$ cat src/hw/rtl/dda_line_rasterizer_core_assert.svh
// assertion macros for the dda line rasterizer
`ifndef DDA_LINE_RASTERIZER_CORE_ASSERT_SVH
`define DDA_LINE_RASTERIZER_CORE_ASSERT_SVH
`ifndef SYNTH
// property that must hold at every clock edge out of reset
`define DDA_ASSERT(lbl, clk, rst_n, prop, msg) \
    lbl: assert property (@(posedge clk) disable iff (!rst_n) (prop)) else $error(msg);
// condition that must be followed by another in the next cycle
`define DDA_ASSERT_NEXT(lbl, clk, rst_n, ante, cons, msg) \
    lbl: assert property (@(posedge clk) disable iff (!rst_n) (ante) |=> (cons)) else $error(msg);
`else
`define DDA_ASSERT(lbl, clk, rst_n, prop, msg)
`define DDA_ASSERT_NEXT(lbl, clk, rst_n, ante, cons, msg)
`endif
`endif

$ cat src/hw/rtl/dda_pkg.sv
package dda_pkg;

    // frame limits and slope format
    localparam int MAX_WIDTH       = 64;
    localparam int MAX_HEIGHT      = 64;
    localparam int SLOPE_FRAC_BITS = 16;

    // field widths
    localparam int COORD_W     = 6;
    localparam int DIM_W       = 7;
    localparam int ADDR_W      = 12;
    localparam int COLOR_W     = 8;
    localparam int CFG_INDEX_W = 1;

    // carried coordinate: sign, guard bits, integer part, fraction
    localparam int ACC_W     = COORD_W + SLOPE_FRAC_BITS + 3;
    // restoring divider: one quotient bit per cycle
    localparam int DIV_STEPS = COORD_W + SLOPE_FRAC_BITS;
    localparam int QUO_W     = DIV_STEPS;
    localparam int DIV_CNT_W = $clog2(DIV_STEPS);

    typedef enum logic [CFG_INDEX_W-1:0] {
        REG_RASTER_WIDTH,
        REG_RASTER_HEIGHT
    } dda_reg_t;

    typedef enum logic [1:0] {
        ST_IDLE,
        ST_DIV,
        ST_SETUP,
        ST_RUN
    } dda_state_t;

    // commands from controller to datapath
    typedef struct packed {
        logic load;
        logic div_step;
        logic acc_init;
        logic emit;
    } dda_cmd_t;

    // status from datapath to controller
    typedef struct packed {
        logic div_last;
        logic last_step;
        logic out_free;
    } dda_stat_t;

    // one line request
    typedef struct packed {
        logic [COORD_W-1:0] start_x;
        logic [COORD_W-1:0] start_y;
        logic [COORD_W-1:0] end_x;
        logic [COORD_W-1:0] end_y;
        logic [COLOR_W-1:0] fill_red;
        logic [COLOR_W-1:0] fill_green;
        logic [COLOR_W-1:0] fill_blue;
    } dda_line_t;

    // frame dimension limited to 1..maxv
    function automatic logic [DIM_W-1:0] clamp_dim(logic [DIM_W-1:0] v, logic [DIM_W-1:0] maxv);
        logic [DIM_W-1:0] r;
        r = v;
        if (v == '0)
            r = DIM_W'(1);
        else if (v > maxv)
            r = maxv;
        return r;
    endfunction

    // coordinate saturated to lim-1
    function automatic logic [COORD_W-1:0] clamp_coord(logic [COORD_W-1:0] v,
                                                       logic [DIM_W-1:0] lim);
        logic [DIM_W-1:0] lim_m1;
        lim_m1 = lim - DIM_W'(1);
        return ({1'b0, v} > lim_m1) ? lim_m1[COORD_W-1:0] : v;
    endfunction

endpackage

$ cat src/hw/rtl/dda_if.sv
// line request channel
interface dda_line_if;
    import dda_pkg::*;
    logic               valid;
    logic               ready;
    logic [COORD_W-1:0] start_x;
    logic [COORD_W-1:0] start_y;
    logic [COORD_W-1:0] end_x;
    logic [COORD_W-1:0] end_y;
    logic [COLOR_W-1:0] fill_red;
    logic [COLOR_W-1:0] fill_green;
    logic [COLOR_W-1:0] fill_blue;

    modport source (output valid, start_x, start_y, end_x, end_y,
                    fill_red, fill_green, fill_blue, input ready);
    modport sink   (input valid, start_x, start_y, end_x, end_y,
                    fill_red, fill_green, fill_blue, output ready);
endinterface

// pixel write channel
interface dda_pixel_if;
    import dda_pkg::*;
    logic               valid;
    logic               ready;
    logic [COORD_W-1:0] pixel_x;
    logic [COORD_W-1:0] pixel_y;
    logic [ADDR_W-1:0]  frame_address;
    logic [COLOR_W-1:0] out_red;
    logic [COLOR_W-1:0] out_green;
    logic [COLOR_W-1:0] out_blue;
    logic               last_pixel;

    modport source (output valid, pixel_x, pixel_y, frame_address, out_red, out_green,
                    out_blue, last_pixel, input ready);
    modport sink   (input valid, pixel_x, pixel_y, frame_address, out_red, out_green,
                    out_blue, last_pixel, output ready);
endinterface

// register write channel
interface dda_cfg_if;
    import dda_pkg::*;
    logic                   valid;
    logic                   ready;
    logic [CFG_INDEX_W-1:0] index;
    logic [DIM_W-1:0]       data;

    modport source (output valid, index, data, input ready);
    modport sink   (input valid, index, data, output ready);
endinterface

$ cat src/hw/rtl/dda_ctrl.sv
`include "dda_line_rasterizer_core_assert.svh"

module dda_ctrl (
    input  logic               clk,
    input  logic               rst_n,
    input  logic               in_valid,
    output logic               in_ready,
    input  dda_pkg::dda_stat_t stat,
    output dda_pkg::dda_cmd_t  cmd
);
    import dda_pkg::*;

    dda_state_t state_reg;
    dda_state_t state_next;

    // state register
    always_ff @(posedge clk or negedge rst_n)
    begin
        if (!rst_n)
            state_reg <= ST_IDLE;
        else
            state_reg <= state_next;
    end

    // next state and commands
    always_comb
    begin
        state_next = state_reg;
        cmd        = '0;
        in_ready   = 1'b0;
        unique case (state_reg)
            ST_IDLE:
            begin
                in_ready = 1'b1;
                if (in_valid)
                begin
                    cmd.load   = 1'b1;
                    state_next = ST_DIV;
                end
            end
            ST_DIV:
            begin
                cmd.div_step = 1'b1;
                if (stat.div_last)
                    state_next = ST_SETUP;
            end
            ST_SETUP:
            begin
                cmd.acc_init = 1'b1;
                state_next   = ST_RUN;
            end
            ST_RUN:
            begin
                cmd.emit = stat.out_free;
                if (stat.out_free && stat.last_step)
                    state_next = ST_IDLE;
            end
            default:
                state_next = ST_IDLE;
        endcase
    end

    `DDA_ASSERT_NEXT(a_div_holds, clk, rst_n, state_reg == ST_DIV && !stat.div_last, state_reg == ST_DIV, "divider left early")
    `DDA_ASSERT_NEXT(a_last_frees, clk, rst_n, cmd.emit && stat.last_step, in_ready, "not ready after final pixel")
    `DDA_ASSERT_NEXT(a_one_line, clk, rst_n, in_valid && in_ready, !in_ready, "second line taken while busy")

endmodule

$ cat src/hw/rtl/dda_datapath.sv
`include "dda_line_rasterizer_core_assert.svh"

module dda_datapath (
    input  logic                              clk,
    input  logic                              rst_n,
    input  dda_pkg::dda_line_t                line,
    input  dda_pkg::dda_cmd_t                 cmd,
    output dda_pkg::dda_stat_t                stat,
    input  logic                              cfg_valid,
    input  dda_pkg::dda_reg_t                 cfg_index,
    input  logic [dda_pkg::DIM_W-1:0]         cfg_data,
    output logic                              out_valid,
    input  logic                              out_ready,
    output logic [dda_pkg::COORD_W-1:0]       pixel_x,
    output logic [dda_pkg::COORD_W-1:0]       pixel_y,
    output logic [dda_pkg::ADDR_W-1:0]        frame_address,
    output logic [dda_pkg::COLOR_W-1:0]       out_red,
    output logic [dda_pkg::COLOR_W-1:0]       out_green,
    output logic [dda_pkg::COLOR_W-1:0]       out_blue,
    output logic                              last_pixel
);
    import dda_pkg::*;

    // configuration
    logic [DIM_W-1:0] width_reg;
    logic [DIM_W-1:0] height_reg;
    logic [DIM_W-1:0] w_lim;
    logic [DIM_W-1:0] h_lim;

    // line setup values
    logic [COORD_W-1:0]       sx, sy, ex, ey;
    logic signed [COORD_W:0]  dx, dy;
    logic [COORD_W-1:0]       adx, ady;
    logic                     steep;
    logic                     swap;
    logic [COORD_W-1:0]       major_start, major_stop, minor_start;
    logic [COORD_W-1:0]       num, den;

    // line state
    logic                     steep_reg;
    logic                     neg_reg;
    logic [COORD_W-1:0]       den_reg;
    logic [COORD_W-1:0]       major_reg;
    logic [COORD_W-1:0]       major_end_reg;
    logic signed [ACC_W-1:0]  acc_reg;
    logic signed [ACC_W-1:0]  step_reg;
    logic [COLOR_W-1:0]       red_reg, green_reg, blue_reg;

    // divider
    logic [DIV_CNT_W-1:0]     div_cnt_reg;
    logic [COORD_W-1:0]       rem_reg;
    logic [QUO_W-1:0]         quo_reg;
    logic [COORD_W:0]         trial;
    logic                     trial_ge;
    logic [COORD_W:0]         trial_sub;
    logic signed [ACC_W-1:0]  quo_ext;

    // pixel formation
    logic signed [ACC_W-1:0]             rnd;
    logic [ACC_W-SLOPE_FRAC_BITS-1:0]    rint;
    logic [DIM_W-1:0]                    lim_m1;
    logic [COORD_W-1:0]                  minor;
    logic [COORD_W-1:0]                  px, py;
    logic [DIM_W-1:0]                    row_full;
    logic [ADDR_W:0]                     addr_full;

    // output register
    logic                 out_valid_reg;
    logic [COORD_W-1:0]   pixel_x_reg, pixel_y_reg;
    logic [ADDR_W-1:0]    addr_reg;
    logic [COLOR_W-1:0]   out_red_reg, out_green_reg, out_blue_reg;
    logic                 last_reg;

    // configuration writes
    always_ff @(posedge clk or negedge rst_n)
    begin
        if (!rst_n)
        begin
            width_reg  <= DIM_W'(MAX_WIDTH);
            height_reg <= DIM_W'(MAX_HEIGHT);
        end
        else if (cfg_valid)
        begin
            unique case (cfg_index)
                REG_RASTER_WIDTH:  width_reg  <= cfg_data;
                REG_RASTER_HEIGHT: height_reg <= cfg_data;
                default: ;
            endcase
        end
    end

    assign w_lim = clamp_dim(width_reg, DIM_W'(MAX_WIDTH));
    assign h_lim = clamp_dim(height_reg, DIM_W'(MAX_HEIGHT));

    // endpoint saturation, direction choice and swap
    always_comb
    begin
        sx    = clamp_coord(line.start_x, w_lim);
        sy    = clamp_coord(line.start_y, h_lim);
        ex    = clamp_coord(line.end_x, w_lim);
        ey    = clamp_coord(line.end_y, h_lim);
        dx    = $signed({1'b0, ex}) - $signed({1'b0, sx});
        dy    = $signed({1'b0, ey}) - $signed({1'b0, sy});
        adx   = dx[COORD_W] ? COORD_W'(-dx) : dx[COORD_W-1:0];
        ady   = dy[COORD_W] ? COORD_W'(-dy) : dy[COORD_W-1:0];
        steep = ady > adx;
        if (steep)
        begin
            // step y downward from the upper endpoint
            swap        = ey > sy;
            major_start = swap ? ey : sy;
            major_stop  = swap ? sy : ey;
            minor_start = swap ? ex : sx;
            num         = adx;
            den         = ady;
        end
        else
        begin
            // step x upward from the left endpoint
            swap        = sx > ex;
            major_start = swap ? ex : sx;
            major_stop  = swap ? sx : ex;
            minor_start = swap ? ey : sy;
            num         = ady;
            den         = (adx == '0) ? COORD_W'(1) : adx;
        end
    end

    // one restoring divide step
    always_comb
    begin
        trial     = {rem_reg, quo_reg[QUO_W-1]};
        trial_ge  = trial >= {1'b0, den_reg};
        trial_sub = trial - {1'b0, den_reg};
        quo_ext   = $signed(ACC_W'(quo_reg));
    end

    // divider counter
    always_ff @(posedge clk or negedge rst_n)
    begin
        if (!rst_n)
            div_cnt_reg <= '0;
        else if (cmd.load)
            div_cnt_reg <= '0;
        else if (cmd.div_step && !stat.div_last)
            div_cnt_reg <= div_cnt_reg + DIV_CNT_W'(1);
    end

    // line registers, divider data and accumulator
    always_ff @(posedge clk)
    begin
        if (cmd.load)
        begin
            steep_reg     <= steep;
            neg_reg       <= dx[COORD_W] ^ dy[COORD_W];
            den_reg       <= den;
            major_reg     <= major_start;
            major_end_reg <= major_stop;
            acc_reg       <= $signed({3'b000, minor_start, {SLOPE_FRAC_BITS{1'b0}}});
            rem_reg       <= '0;
            quo_reg       <= {num, {SLOPE_FRAC_BITS{1'b0}}};
            red_reg       <= line.fill_red;
            green_reg     <= line.fill_green;
            blue_reg      <= line.fill_blue;
        end
        if (cmd.div_step)
        begin
            rem_reg <= trial_ge ? trial_sub[COORD_W-1:0] : trial[COORD_W-1:0];
            quo_reg <= {quo_reg[QUO_W-2:0], trial_ge};
        end
        if (cmd.acc_init)
            step_reg <= neg_reg ? -quo_ext : quo_ext;
        if (cmd.emit)
        begin
            acc_reg   <= steep_reg ? acc_reg - step_reg : acc_reg + step_reg;
            major_reg <= steep_reg ? major_reg - COORD_W'(1) : major_reg + COORD_W'(1);
        end
    end

    // round half up and saturate the carried coordinate
    always_comb
    begin
        rnd    = acc_reg + $signed(ACC_W'(1) << (SLOPE_FRAC_BITS - 1));
        rint   = rnd[ACC_W-1:SLOPE_FRAC_BITS];
        lim_m1 = steep_reg ? (w_lim - DIM_W'(1)) : (h_lim - DIM_W'(1));
        if (rnd[ACC_W-1])
            minor = '0;
        else if (rint > (ACC_W-SLOPE_FRAC_BITS)'(lim_m1))
            minor = lim_m1[COORD_W-1:0];
        else
            minor = rint[COORD_W-1:0];
        px        = steep_reg ? minor : major_reg;
        py        = steep_reg ? major_reg : minor;
        row_full  = h_lim - DIM_W'(1) - {1'b0, py};
        addr_full = (ADDR_W+1)'(row_full[COORD_W-1:0]) * (ADDR_W+1)'(w_lim)
                    + (ADDR_W+1)'(px);
    end

    // output valid
    always_ff @(posedge clk or negedge rst_n)
    begin
        if (!rst_n)
            out_valid_reg <= 1'b0;
        else if (cmd.emit)
            out_valid_reg <= 1'b1;
        else if (out_ready)
            out_valid_reg <= 1'b0;
    end

    // output payload
    always_ff @(posedge clk)
    begin
        if (cmd.emit)
        begin
            pixel_x_reg   <= px;
            pixel_y_reg   <= py;
            addr_reg      <= addr_full[ADDR_W-1:0];
            out_red_reg   <= red_reg;
            out_green_reg <= green_reg;
            out_blue_reg  <= blue_reg;
            last_reg      <= stat.last_step;
        end
    end

    // status back to the controller
    assign stat.div_last  = div_cnt_reg == DIV_CNT_W'(DIV_STEPS - 1);
    assign stat.last_step = major_reg == major_end_reg;
    assign stat.out_free  = !out_valid_reg || out_ready;

    assign out_valid     = out_valid_reg;
    assign pixel_x       = pixel_x_reg;
    assign pixel_y       = pixel_y_reg;
    assign frame_address = addr_reg;
    assign out_red       = out_red_reg;
    assign out_green     = out_green_reg;
    assign out_blue      = out_blue_reg;
    assign last_pixel    = last_reg;

    `DDA_ASSERT_NEXT(a_emit_fills, clk, rst_n, cmd.emit, out_valid_reg, "pixel beat lost")
    `DDA_ASSERT_NEXT(a_load_clears, clk, rst_n, cmd.load, div_cnt_reg == '0,
                     "divider not restarted")
    `DDA_ASSERT_NEXT(a_div_counts, clk, rst_n, cmd.div_step && !stat.div_last,
                     div_cnt_reg == $past(div_cnt_reg) + DIV_CNT_W'(1),
                     "divider count skipped")

endmodule

$ cat src/hw/rtl/dda_line_rasterizer_core.sv
// dda line rasterizer
// line_in takes one line per beat: two endpoints (y counted from the bottom)
// and an rgb color. pixel_out gives one pixel write per beat with x, y, the
// frame address (height-1-y)*width+x, the color and last_pixel on the final
// pixel of the line. cfg writes raster_width (index 0) and raster_height
// (index 1); write them only while no line is in flight.
// per line: the line is taken, then the bit-serial slope divider runs (one
// quotient bit per cycle), then a setup step, then one pixel per cycle while
// pixel_out is not stalled; a line has n pixels (1 to 64), and its first
// pixel shows on pixel_out once the divider and setup steps are done.
// only one line is drawn at a time: line_in.ready is high between lines, and
// the next line may be taken while the final pixel still waits in the output
// register.
// a stall on pixel_out holds the current pixel and pauses the stepping; no
// pixel is dropped or repeated.
// reset empties the output register, returns to waiting for a line and sets
// width and height to 64.
module dda_line_rasterizer_core (
    input  logic        clk,
    input  logic        rst_n,
    dda_line_if.sink    line_in,
    dda_pixel_if.source pixel_out,
    dda_cfg_if.sink     cfg
);
    import dda_pkg::*;

    dda_cmd_t  cmd;
    dda_stat_t stat;
    dda_line_t line;

    // gather the line beat
    assign line.start_x    = line_in.start_x;
    assign line.start_y    = line_in.start_y;
    assign line.end_x      = line_in.end_x;
    assign line.end_y      = line_in.end_y;
    assign line.fill_red   = line_in.fill_red;
    assign line.fill_green = line_in.fill_green;
    assign line.fill_blue  = line_in.fill_blue;

    // register writes are always taken
    assign cfg.ready = 1'b1;

    dda_ctrl u_ctrl (
        .clk      (clk),
        .rst_n    (rst_n),
        .in_valid (line_in.valid),
        .in_ready (line_in.ready),
        .stat     (stat),
        .cmd      (cmd)
    );

    dda_datapath u_datapath (
        .clk           (clk),
        .rst_n         (rst_n),
        .line          (line),
        .cmd           (cmd),
        .stat          (stat),
        .cfg_valid     (cfg.valid),
        .cfg_index     (dda_reg_t'(cfg.index)),
        .cfg_data      (cfg.data),
        .out_valid     (pixel_out.valid),
        .out_ready     (pixel_out.ready),
        .pixel_x       (pixel_out.pixel_x),
        .pixel_y       (pixel_out.pixel_y),
        .frame_address (pixel_out.frame_address),
        .out_red       (pixel_out.out_red),
        .out_green     (pixel_out.out_green),
        .out_blue      (pixel_out.out_blue),
        .last_pixel    (pixel_out.last_pixel)
    );

endmodule
$ cat src/flat_wrapper.sv
// flat-port wrapper written by rule: the top's interface ports become plain ports
module dda_line_rasterizer_core_flat import dda_pkg::*;
  (clk, rst_n, line_in_valid, line_in_start_x, line_in_start_y, line_in_end_x, line_in_end_y, line_in_fill_red, line_in_fill_green, line_in_fill_blue, line_in_ready, pixel_out_valid, pixel_out_pixel_x, pixel_out_pixel_y, pixel_out_frame_address, pixel_out_out_red, pixel_out_out_green, pixel_out_out_blue, pixel_out_last_pixel, pixel_out_ready, cfg_valid, cfg_index, cfg_data, cfg_ready);
  dda_line_if line_in_i ();
  dda_pixel_if pixel_out_i ();
  dda_cfg_if cfg_i ();
  input  logic clk;
  input  logic rst_n;
  input wire logic [$bits(line_in_i.valid)-1:0] line_in_valid;
  input wire logic [$bits(line_in_i.start_x)-1:0] line_in_start_x;
  input wire logic [$bits(line_in_i.start_y)-1:0] line_in_start_y;
  input wire logic [$bits(line_in_i.end_x)-1:0] line_in_end_x;
  input wire logic [$bits(line_in_i.end_y)-1:0] line_in_end_y;
  input wire logic [$bits(line_in_i.fill_red)-1:0] line_in_fill_red;
  input wire logic [$bits(line_in_i.fill_green)-1:0] line_in_fill_green;
  input wire logic [$bits(line_in_i.fill_blue)-1:0] line_in_fill_blue;
  output wire logic [$bits(line_in_i.ready)-1:0] line_in_ready;
  output wire logic [$bits(pixel_out_i.valid)-1:0] pixel_out_valid;
  output wire logic [$bits(pixel_out_i.pixel_x)-1:0] pixel_out_pixel_x;
  output wire logic [$bits(pixel_out_i.pixel_y)-1:0] pixel_out_pixel_y;
  output wire logic [$bits(pixel_out_i.frame_address)-1:0] pixel_out_frame_address;
  output wire logic [$bits(pixel_out_i.out_red)-1:0] pixel_out_out_red;
  output wire logic [$bits(pixel_out_i.out_green)-1:0] pixel_out_out_green;
  output wire logic [$bits(pixel_out_i.out_blue)-1:0] pixel_out_out_blue;
  output wire logic [$bits(pixel_out_i.last_pixel)-1:0] pixel_out_last_pixel;
  input wire logic [$bits(pixel_out_i.ready)-1:0] pixel_out_ready;
  input wire logic [$bits(cfg_i.valid)-1:0] cfg_valid;
  input wire logic [$bits(cfg_i.index)-1:0] cfg_index;
  input wire logic [$bits(cfg_i.data)-1:0] cfg_data;
  output wire logic [$bits(cfg_i.ready)-1:0] cfg_ready;
  assign line_in_i.valid = line_in_valid;
  assign line_in_i.start_x = line_in_start_x;
  assign line_in_i.start_y = line_in_start_y;
  assign line_in_i.end_x = line_in_end_x;
  assign line_in_i.end_y = line_in_end_y;
  assign line_in_i.fill_red = line_in_fill_red;
  assign line_in_i.fill_green = line_in_fill_green;
  assign line_in_i.fill_blue = line_in_fill_blue;
  assign line_in_ready = line_in_i.ready;
  assign pixel_out_valid = pixel_out_i.valid;
  assign pixel_out_pixel_x = pixel_out_i.pixel_x;
  assign pixel_out_pixel_y = pixel_out_i.pixel_y;
  assign pixel_out_frame_address = pixel_out_i.frame_address;
  assign pixel_out_out_red = pixel_out_i.out_red;
  assign pixel_out_out_green = pixel_out_i.out_green;
  assign pixel_out_out_blue = pixel_out_i.out_blue;
  assign pixel_out_last_pixel = pixel_out_i.last_pixel;
  assign pixel_out_i.ready = pixel_out_ready;
  assign cfg_i.valid = cfg_valid;
  assign cfg_i.index = cfg_index;
  assign cfg_i.data = cfg_data;
  assign cfg_ready = cfg_i.ready;
  dda_line_rasterizer_core u_core (.clk(clk), .rst_n(rst_n), .line_in(line_in_i), .pixel_out(pixel_out_i), .cfg(cfg_i));
endmodule
$ cat config.mk
export PLATFORM = sky130hd
export DESIGN_NAME = dda_line_rasterizer_core_flat
export DESIGN_NICKNAME = d
export VERILOG_FILES = /design/src/hw/rtl/dda_pkg.sv /design/src/hw/rtl/dda_if.sv /design/src/hw/rtl/dda_ctrl.sv /design/src/hw/rtl/dda_datapath.sv /design/src/hw/rtl/dda_line_rasterizer_core.sv /design/src/flat_wrapper.sv
export VERILOG_INCLUDE_DIRS = /design/src /design/src/hw/rtl
export SDC_FILE = /design/constraint.sdc
export NUM_CORES = 1
export LEC_CHECK = 0
export BUFFER_PORTS_ARGS = -buffer_cell sky130_fd_sc_hd__buf_4
export CORE_ASPECT_RATIO = 0.75
export CORE_UTILIZATION = 50
export CTS_CLUSTER_SIZE = 40
export DETAILED_ROUTE_END_ITERATION = 8
export PLACE_DENSITY = 0.68
export SLEW_MARGIN = 5
export SYNTH_ARGS = -nofsm -noshare
export SYNTH_HDL_FRONTEND = slang
export SYNTH_SLANG_ARGS = --single-unit
$ cat constraint.sdc
create_clock -name clk -period 28.6 [get_ports clk]
set_clock_uncertainty 0.15 [all_clocks]
set_input_delay 5.72 -clock clk [delete_from_list [all_inputs] [get_ports clk]]
set_output_delay 5.72 -clock clk [all_outputs]
set_load 0.03 [all_outputs]
* Yosys cells after proc, flatten, opt, wreduce, memory -nomap -nowiden
Index checks and enable logic that the tools add are counted. Widths: inputs -> output; s select.
Word-level totals: flip-flop bits (word level) 193, bits in latches 0, RAM bits 0, bits in read-only memories 0, input bits 61, memories kept 0
Cells by class: add/sub/neg operators 16, multiply operators 1, div/mod/pow operators 0, $lt $le $gt $ge 11, equal/unequal tests 8, shift operators 0, muxes and demuxes 53, bitwise gates (word level) 2, reduce and logical (&&, ||, !) cells 16
Operator list (count):
- $mux 6 | 28
- $mux 25 | 3
- $mux 22 | 3
- $mux 7 | 5
- $gt 6x7->1 | 4
- $add 25x17->25 const B | 1
- $add 25x25->25 | 1
- $neg 22->25 | 1
- $sub 25x25->25 | 1
- $gt 6x6->1 | 3
- $gt 7x7->1 const B | 2
- $logic_not 7->1 | 2
- $sub 6x6->7 | 2
- $sub 7x1->7 const B | 2
- $add 12x6->12 | 1
- $mul 6x7->12 | 1
- $neg 6->6 | 2
- $sub 6x6->6 | 2
- $mux 5 | 2
- $gt 9x7->1 | 1
- $mux 1 | 8
- $pmux 2 s4 | 1
- $reduce_bool 2->1 | 4
- $ge 7x6->1 | 1
- other kinds (18) | 26

* Depth between registers and ports, before layout
depth after elaboration 13, depth in mapped cells 41, depth with buffers taken out 39

* Modules after synthesis
From an unflattened synthesis, not the netlist that was laid out.
Second synthesis, totals: cell total of the unflattened synthesis 1366, area total of the unflattened synthesis 14242.4 um2
Modules (own cells, without submodules):
- dda_datapath | times used 1, cells an instance 1347, area each 14063.5 um2, seq. area each 5637.9 um2
- dda_ctrl | times used 1, cells an instance 17, area each 167.7 um2, seq. area each 50.0 um2
- dda_line_rasterizer_core | times used 1, cells an instance 2, area each 11.3 um2, seq. area each 0.0 um2

* Worst setup path before layout
Ideal clock, no wire load.
path type input port to flip-flop, start point in line_in_end_y[1], end point reg u_core.u_datapath.acc_reg[21] (data pin), setup time 0.146 ns, data arrival time 10.523 ns, required time 28.304 ns, path slack 17.781 ns, stages on the path 25, path buffers 1, cell sequence ha_1 nor2b_1 o21ai_0 a21oi_1 o221ai_2 mux2i_1 ha_1 inv_1 fa_1 a21o_1 a21oi_1 o21bai_1 a21o_1 mux2i_1 inv_1 ha_1 nor2b_1 o21ai_0 a21oi_1 o31ai_1 clkbuf_1 nand2_1 a311oi_1 o21ai_0 nand4_1
Between the ends: word-level cells in the longest chain between the ends 9, elaborated cells on any way between the ends 12, classes of those cells 2 x add/sub; 3 x order compare; 7 x mux
Ends and longest elaborated chain:
- start: declaration | RTL line flat_wrapper.sv:13 | input wire logic [$bits(line_in_i.end_y)-1:0] line_in_end_y;
- $gt 6x7->1 | RTL line dda_pkg.sv:76 | return ({1'b0, v} > lim_m1) ? lim_m1[COORD_W-1:0] : v;
- $mux 6 (*) | RTL line dda_pkg.sv:76
- $sub 6x6->7 | RTL line dda_datapath.sv:103 | dy = $signed({1'b0, ey}) - $signed({1'b0, sy});
- $neg 6->6 | RTL line dda_datapath.sv:105 | ady = dy[COORD_W] ? COORD_W'(-dy) : dy[COORD_W-1:0];
- $mux 6 | RTL line dda_datapath.sv:105
- $gt 6x6->1 | RTL line dda_datapath.sv:106 | steep = ady > adx;
- $mux 6 (*) | RTL line dda_datapath.sv:107 | if (steep)
- $mux 25 (*) | RTL line dda_datapath.sv:152 | if (cmd.load)
- $mux 25 (*) | RTL line dda_datapath.sv:173 | if (cmd.emit)
- end signal: assignment | RTL line dda_datapath.sv:159 | acc_reg <= $signed({3'b000, minor_start, {SLOPE_FRAC_BITS{1'b0}}});
- end signal: assignment | RTL line dda_datapath.sv:175 | acc_reg <= steep_reg ? acc_reg - step_reg : acc_reg + step_reg;
- end: declaration | RTL line dda_datapath.sv:45 | logic signed [ACC_W-1:0] acc_reg;
Every way passes the cells marked *; elsewhere a longest branch is shown, timed or not. The select of a mux whose other input is x is not followed. A chain may end at the register's enable or synchronous reset.

* Worst setup path after layout
start point reg u_core.u_datapath.width_reg[2], end point reg u_core.u_datapath.addr_reg[11] (netlist: u_core.u_datapath.frame_address[11]) (data pin)
Between the ends: word-level cells in the longest chain between the ends 12, elaborated cells on any way between the ends 14, classes of those cells 3 x add/sub; 1 x mul; 2 x order compare; 7 x mux; 1 x reduce/logical
Ends and longest elaborated chain:
- start: declaration | RTL line dda_datapath.sv:25 | logic [DIM_W-1:0] width_reg;
- start signal: assignment | RTL line dda_datapath.sv:79 | width_reg <= DIM_W'(MAX_WIDTH);
- start signal: assignment | RTL line dda_datapath.sv:85 | REG_RASTER_WIDTH: width_reg <= cfg_data;
- $gt 7x7->1 | RTL line dda_pkg.sv:66 | else if (v > maxv)
- $mux 7 | RTL line dda_pkg.sv:66
- $mux 7 (*) | RTL line dda_pkg.sv:64 | if (v == '0)
- $sub 7x1->7 | RTL line dda_datapath.sv:185 | lim_m1 = steep_reg ? (w_lim - DIM_W'(1)) : (h_lim - DIM_W'(1));
- $mux 7 | RTL line dda_datapath.sv:185
- $gt 9x7->1 | RTL line dda_datapath.sv:188 | else if (rint > (ACC_W-SLOPE_FRAC_BITS)'(lim_m1))
- $mux 6 | RTL line dda_datapath.sv:188
- $mux 6 | RTL line dda_datapath.sv:186 | if (rnd[ACC_W-1])
- $mux 6 | RTL line dda_datapath.sv:193 | py = steep_reg ? major_reg : minor;
- $sub 6x6->6 | RTL line dda_datapath.sv:194 | row_full = h_lim - DIM_W'(1) - {1'b0, py};
- $mul 6x7->12 | RTL line dda_datapath.sv:195 | addr_full = (ADDR_W+1)'(row_full[COORD_W-1:0]) * (ADDR_W+1)'(w_lim)
- $add 12x6->12 (*) | RTL line dda_datapath.sv:196 | + (ADDR_W+1)'(px);
- named net u_core.u_datapath.addr_full[11] | RTL line dda_datapath.sv:65 | logic [ADDR_W:0] addr_full;
- end signal: assignment | RTL line dda_datapath.sv:217 | addr_reg <= addr_full[ADDR_W-1:0];
- end: declaration | RTL line dda_datapath.sv:70 | logic [ADDR_W-1:0] addr_reg;
Mark *: on every way through the listed nets, which the timed path passes. The rest lies on a longest branch.

==> metrics.cfg <==
[layout]
fillers = 2423
layout-drive-gt1-share = 0.147
fin_nets = 1703
final_cell_mix = 171 x edfxtp_1, 133 x ha_1, 125 x nor2_1
syn2layout_area_growth_pct = 13.2
mostFrequentLayoutCell = edfxtp_1
antennaDiodeCount = 0

[sta]
max_slew_margin = 0.245
fmax_mhz = 89.2
finalSetupTns_ns = 0
hold_violations = 0
fin_crit_ns = 11.21
setup_ws_ns = 17.39
finalMaxSlewViolations = 0
post-route-period-util = 0.392
rsz0062_at_grt = false
setup_viol_count_final = 0
tightest_slew_ns = 1.13

[clock_network]
clock-root-buffer = clkbuf_16
postCtsSetupBuffers = 0
cts_hold_buf = 0
htreeDepth = 4
cts_resized = 0
clkSinkCount = 193
cts_buffers = 17
clkSlewWorstSetupHoldPaths_ns = 0.08
cts_buffer_depth = 2
clk_latency_ns = 0.45
cts_tree = done

[worst_setup_path]
end_kind = flop
critPathKind = reg -> reg
cp_slowest_cell = o21ai_0
critPathMaxFanout = 12
cp.required_ns = 28.63
cp.arrival_ns = 11.25
cp-start-kind = flop
r2r-start = u_core.u_datapath.width_reg[2]
crit_start = u_core.u_datapath.width_reg[2]
critPathMaxStageDelay_ns = 0.84

[detailed_routing]
vias = 10600
drt-vias-per-instance = 5.62
drc = 0
wl_met2_microns = 13600
drtIter0Drc = 924
wl_microns = 33700
dr.pass1.iters = 7
wl_per_cell_microns = 17.9
ant_nets = 0
top_layer_used = met4
wl_met1_microns = 17200
wl_met3_microns = 2630

[outcome]
status = completed

[synth]
syn_avg_cell_area_sq_um = 10.3
synth_nets = 1599
netlist.area_leader.share = 0.361
yosysTopAreaCell = edfxtp_1
synthAdderAreaFrac = 0.158
muxShareOfSynthArea = 0.0680
synth-edff-count = 171
ys_seq_area_frac = 0.400
synth-xor-area-share = 0.0727
ys_ff_latch = 193
ys_async_sr_fraction = 0.114
syn_inst = 1376
synthTopCellsByArea = edfxtp_1 36%, ha_1 12%, xnor2_1 5.5%, fa_1 4.1%, mux2i_1 3.9%
synth_compound_area_frac = 0.128
synth_area_sq_mm = 0.0142
yosys_warnings = 0
synth_top_family_by_area = adder cells
ys_types = 73
ys.flop_type = edfxtp_1
synthSimpleGateAreaFrac = 0.131

[placed_design]
dpl.hpwl_microns = 25500
dp_slack_ns = 17.07
gp_congestion = 0.880
port_buffers = 111

[global_routing]
track_usage = 0.236
first_global_vias = 9884
antenna_found_initial = 1
grt_pass1_wl_microns = 53200
grt_overflow_total = 0
grt_max_degree = 66

[floorplanning]
die_h_microns = 148
fp.dieArea_sq_mm = 0.0291
core_sq_mm = 0.0280
num_rows = 53
die_w_microns = 197
start_util = 0.508
num_io_pins = 113

[job]
cap_violations = 0

[worst_hold_path]
hold_class = reg -> reg
holdCritStartpoint = u_core.u_datapath.green_reg[0]

==> synth_stat cells, types with 5 or more instances <==
master,count
a21o_1,25
o21ai_0,66
o211ai_1,7
or3_1,5
o31ai_1,14
nor4_1,9
nand2_1,79
nand3_1,23
edfxtp_1,171
inv_1,120
fa_1,29
nor3_1,16
o21a_1,11
a211oi_1,9
and2_1,25
mux2_2,37
ha_1,133
nor2_1,125
dfrtp_1,20
nor2b_1,22
xnor2_1,90
nand2b_1,16
a31oi_1,12
mux2i_1,55
or2_2,11
nand4_1,15
xor2_1,28
clkbuf_1,32
and3_1,9
o21bai_1,11
a21oi_1,66
==> critical path, delay by kind of cell, from the launching register on <==
family | cells | cell delay (ns)
AOI/OAI and AO/OA | 11 | 3.51
xor gates and xnor gates | 3 | 0.78
adders and majority gates | 8 | 3.27
buffers and inverters | 4 | 0.38
DFF | 1 | 0.49
muxes | 2 | 0.37
and+or+nand+nor | 9 | 2.03
==> final timing paths <==
| kind | end | slack (ns) | cells past startpoint |
|---|---|---|---|
| worst min-delay path | u_core.u_datapath.out_green[0] | 0.27 | 0 |
| worst min register to register | u_core.u_datapath.out_green[0] | 0.27 | 0 |
| worst max register to register | u_core.u_datapath.frame_address[11] | 17.39 | 37 |
| max in group asynchronous | u_core.u_datapath.height_reg[6] | 22.92 | 1 |
| worst max-delay path | u_core.u_datapath.frame_address[11] | 17.39 | 37 |
| min in group asynchronous | u_core.u_datapath.div_cnt_reg[4] | 5.05 | 1 |
==> routing by layer <==
| metal | vias to the layer above | global-route usage |
|---|---|---|
| li1 | 5167 | - |
| met1 | 5043 | 0.369 |
| met2 | 334 | 0.330 |
| met3 | 16 | 0.0586 |
| met4 | 0 | 0.0388 |
| met5 | - | 0 |
==> stage by stage <==
step	instances	hold slack, ns	util	cell area, sq um
floorplan	1376	0.250	-	14200
global placement	1846	0.250	0.553	15500
detailed placement	1846	0.255	0.553	15500
CTS	1878	0.273	0.575	16100
global route	1878	0.285	0.575	16100
finish	1878	0.272	0.575	16100
==> area by class of cell <==
cell class | instances | area [sq um] | share of cell area
multi-input combinational | 1026 | 7950 | 0.494
sequential | 193 | 5690 | 0.354
timing repair buffer | 119 | 893 | 0.0555
tap | 385 | 482 | 0.0299
inverter | 123 | 462 | 0.0287
clock buffer | 18 | 429 | 0.0267
clock inverter | 14 | 184 | 0.0114
==> kinds of logic (layout without fill, tap and decap cells) <==
kind of cell | Yosys count | count (layout)
AND/OR/NAND/NOR | 378 | 378
AO/OA/AOI/OAI | 275 | 275
multiplexers | 92 | 92
adder cells (fa/ha/maj) | 162 | 162
flip-flops | 193 | 193
other | 1 | 1
XOR/XNOR | 118 | 118
buffers and inverters | 157 | 274
Power is left out: the tool's default activity adds up to more than one toggle a clock period on the data nets, which glitch-free logic cannot reach.
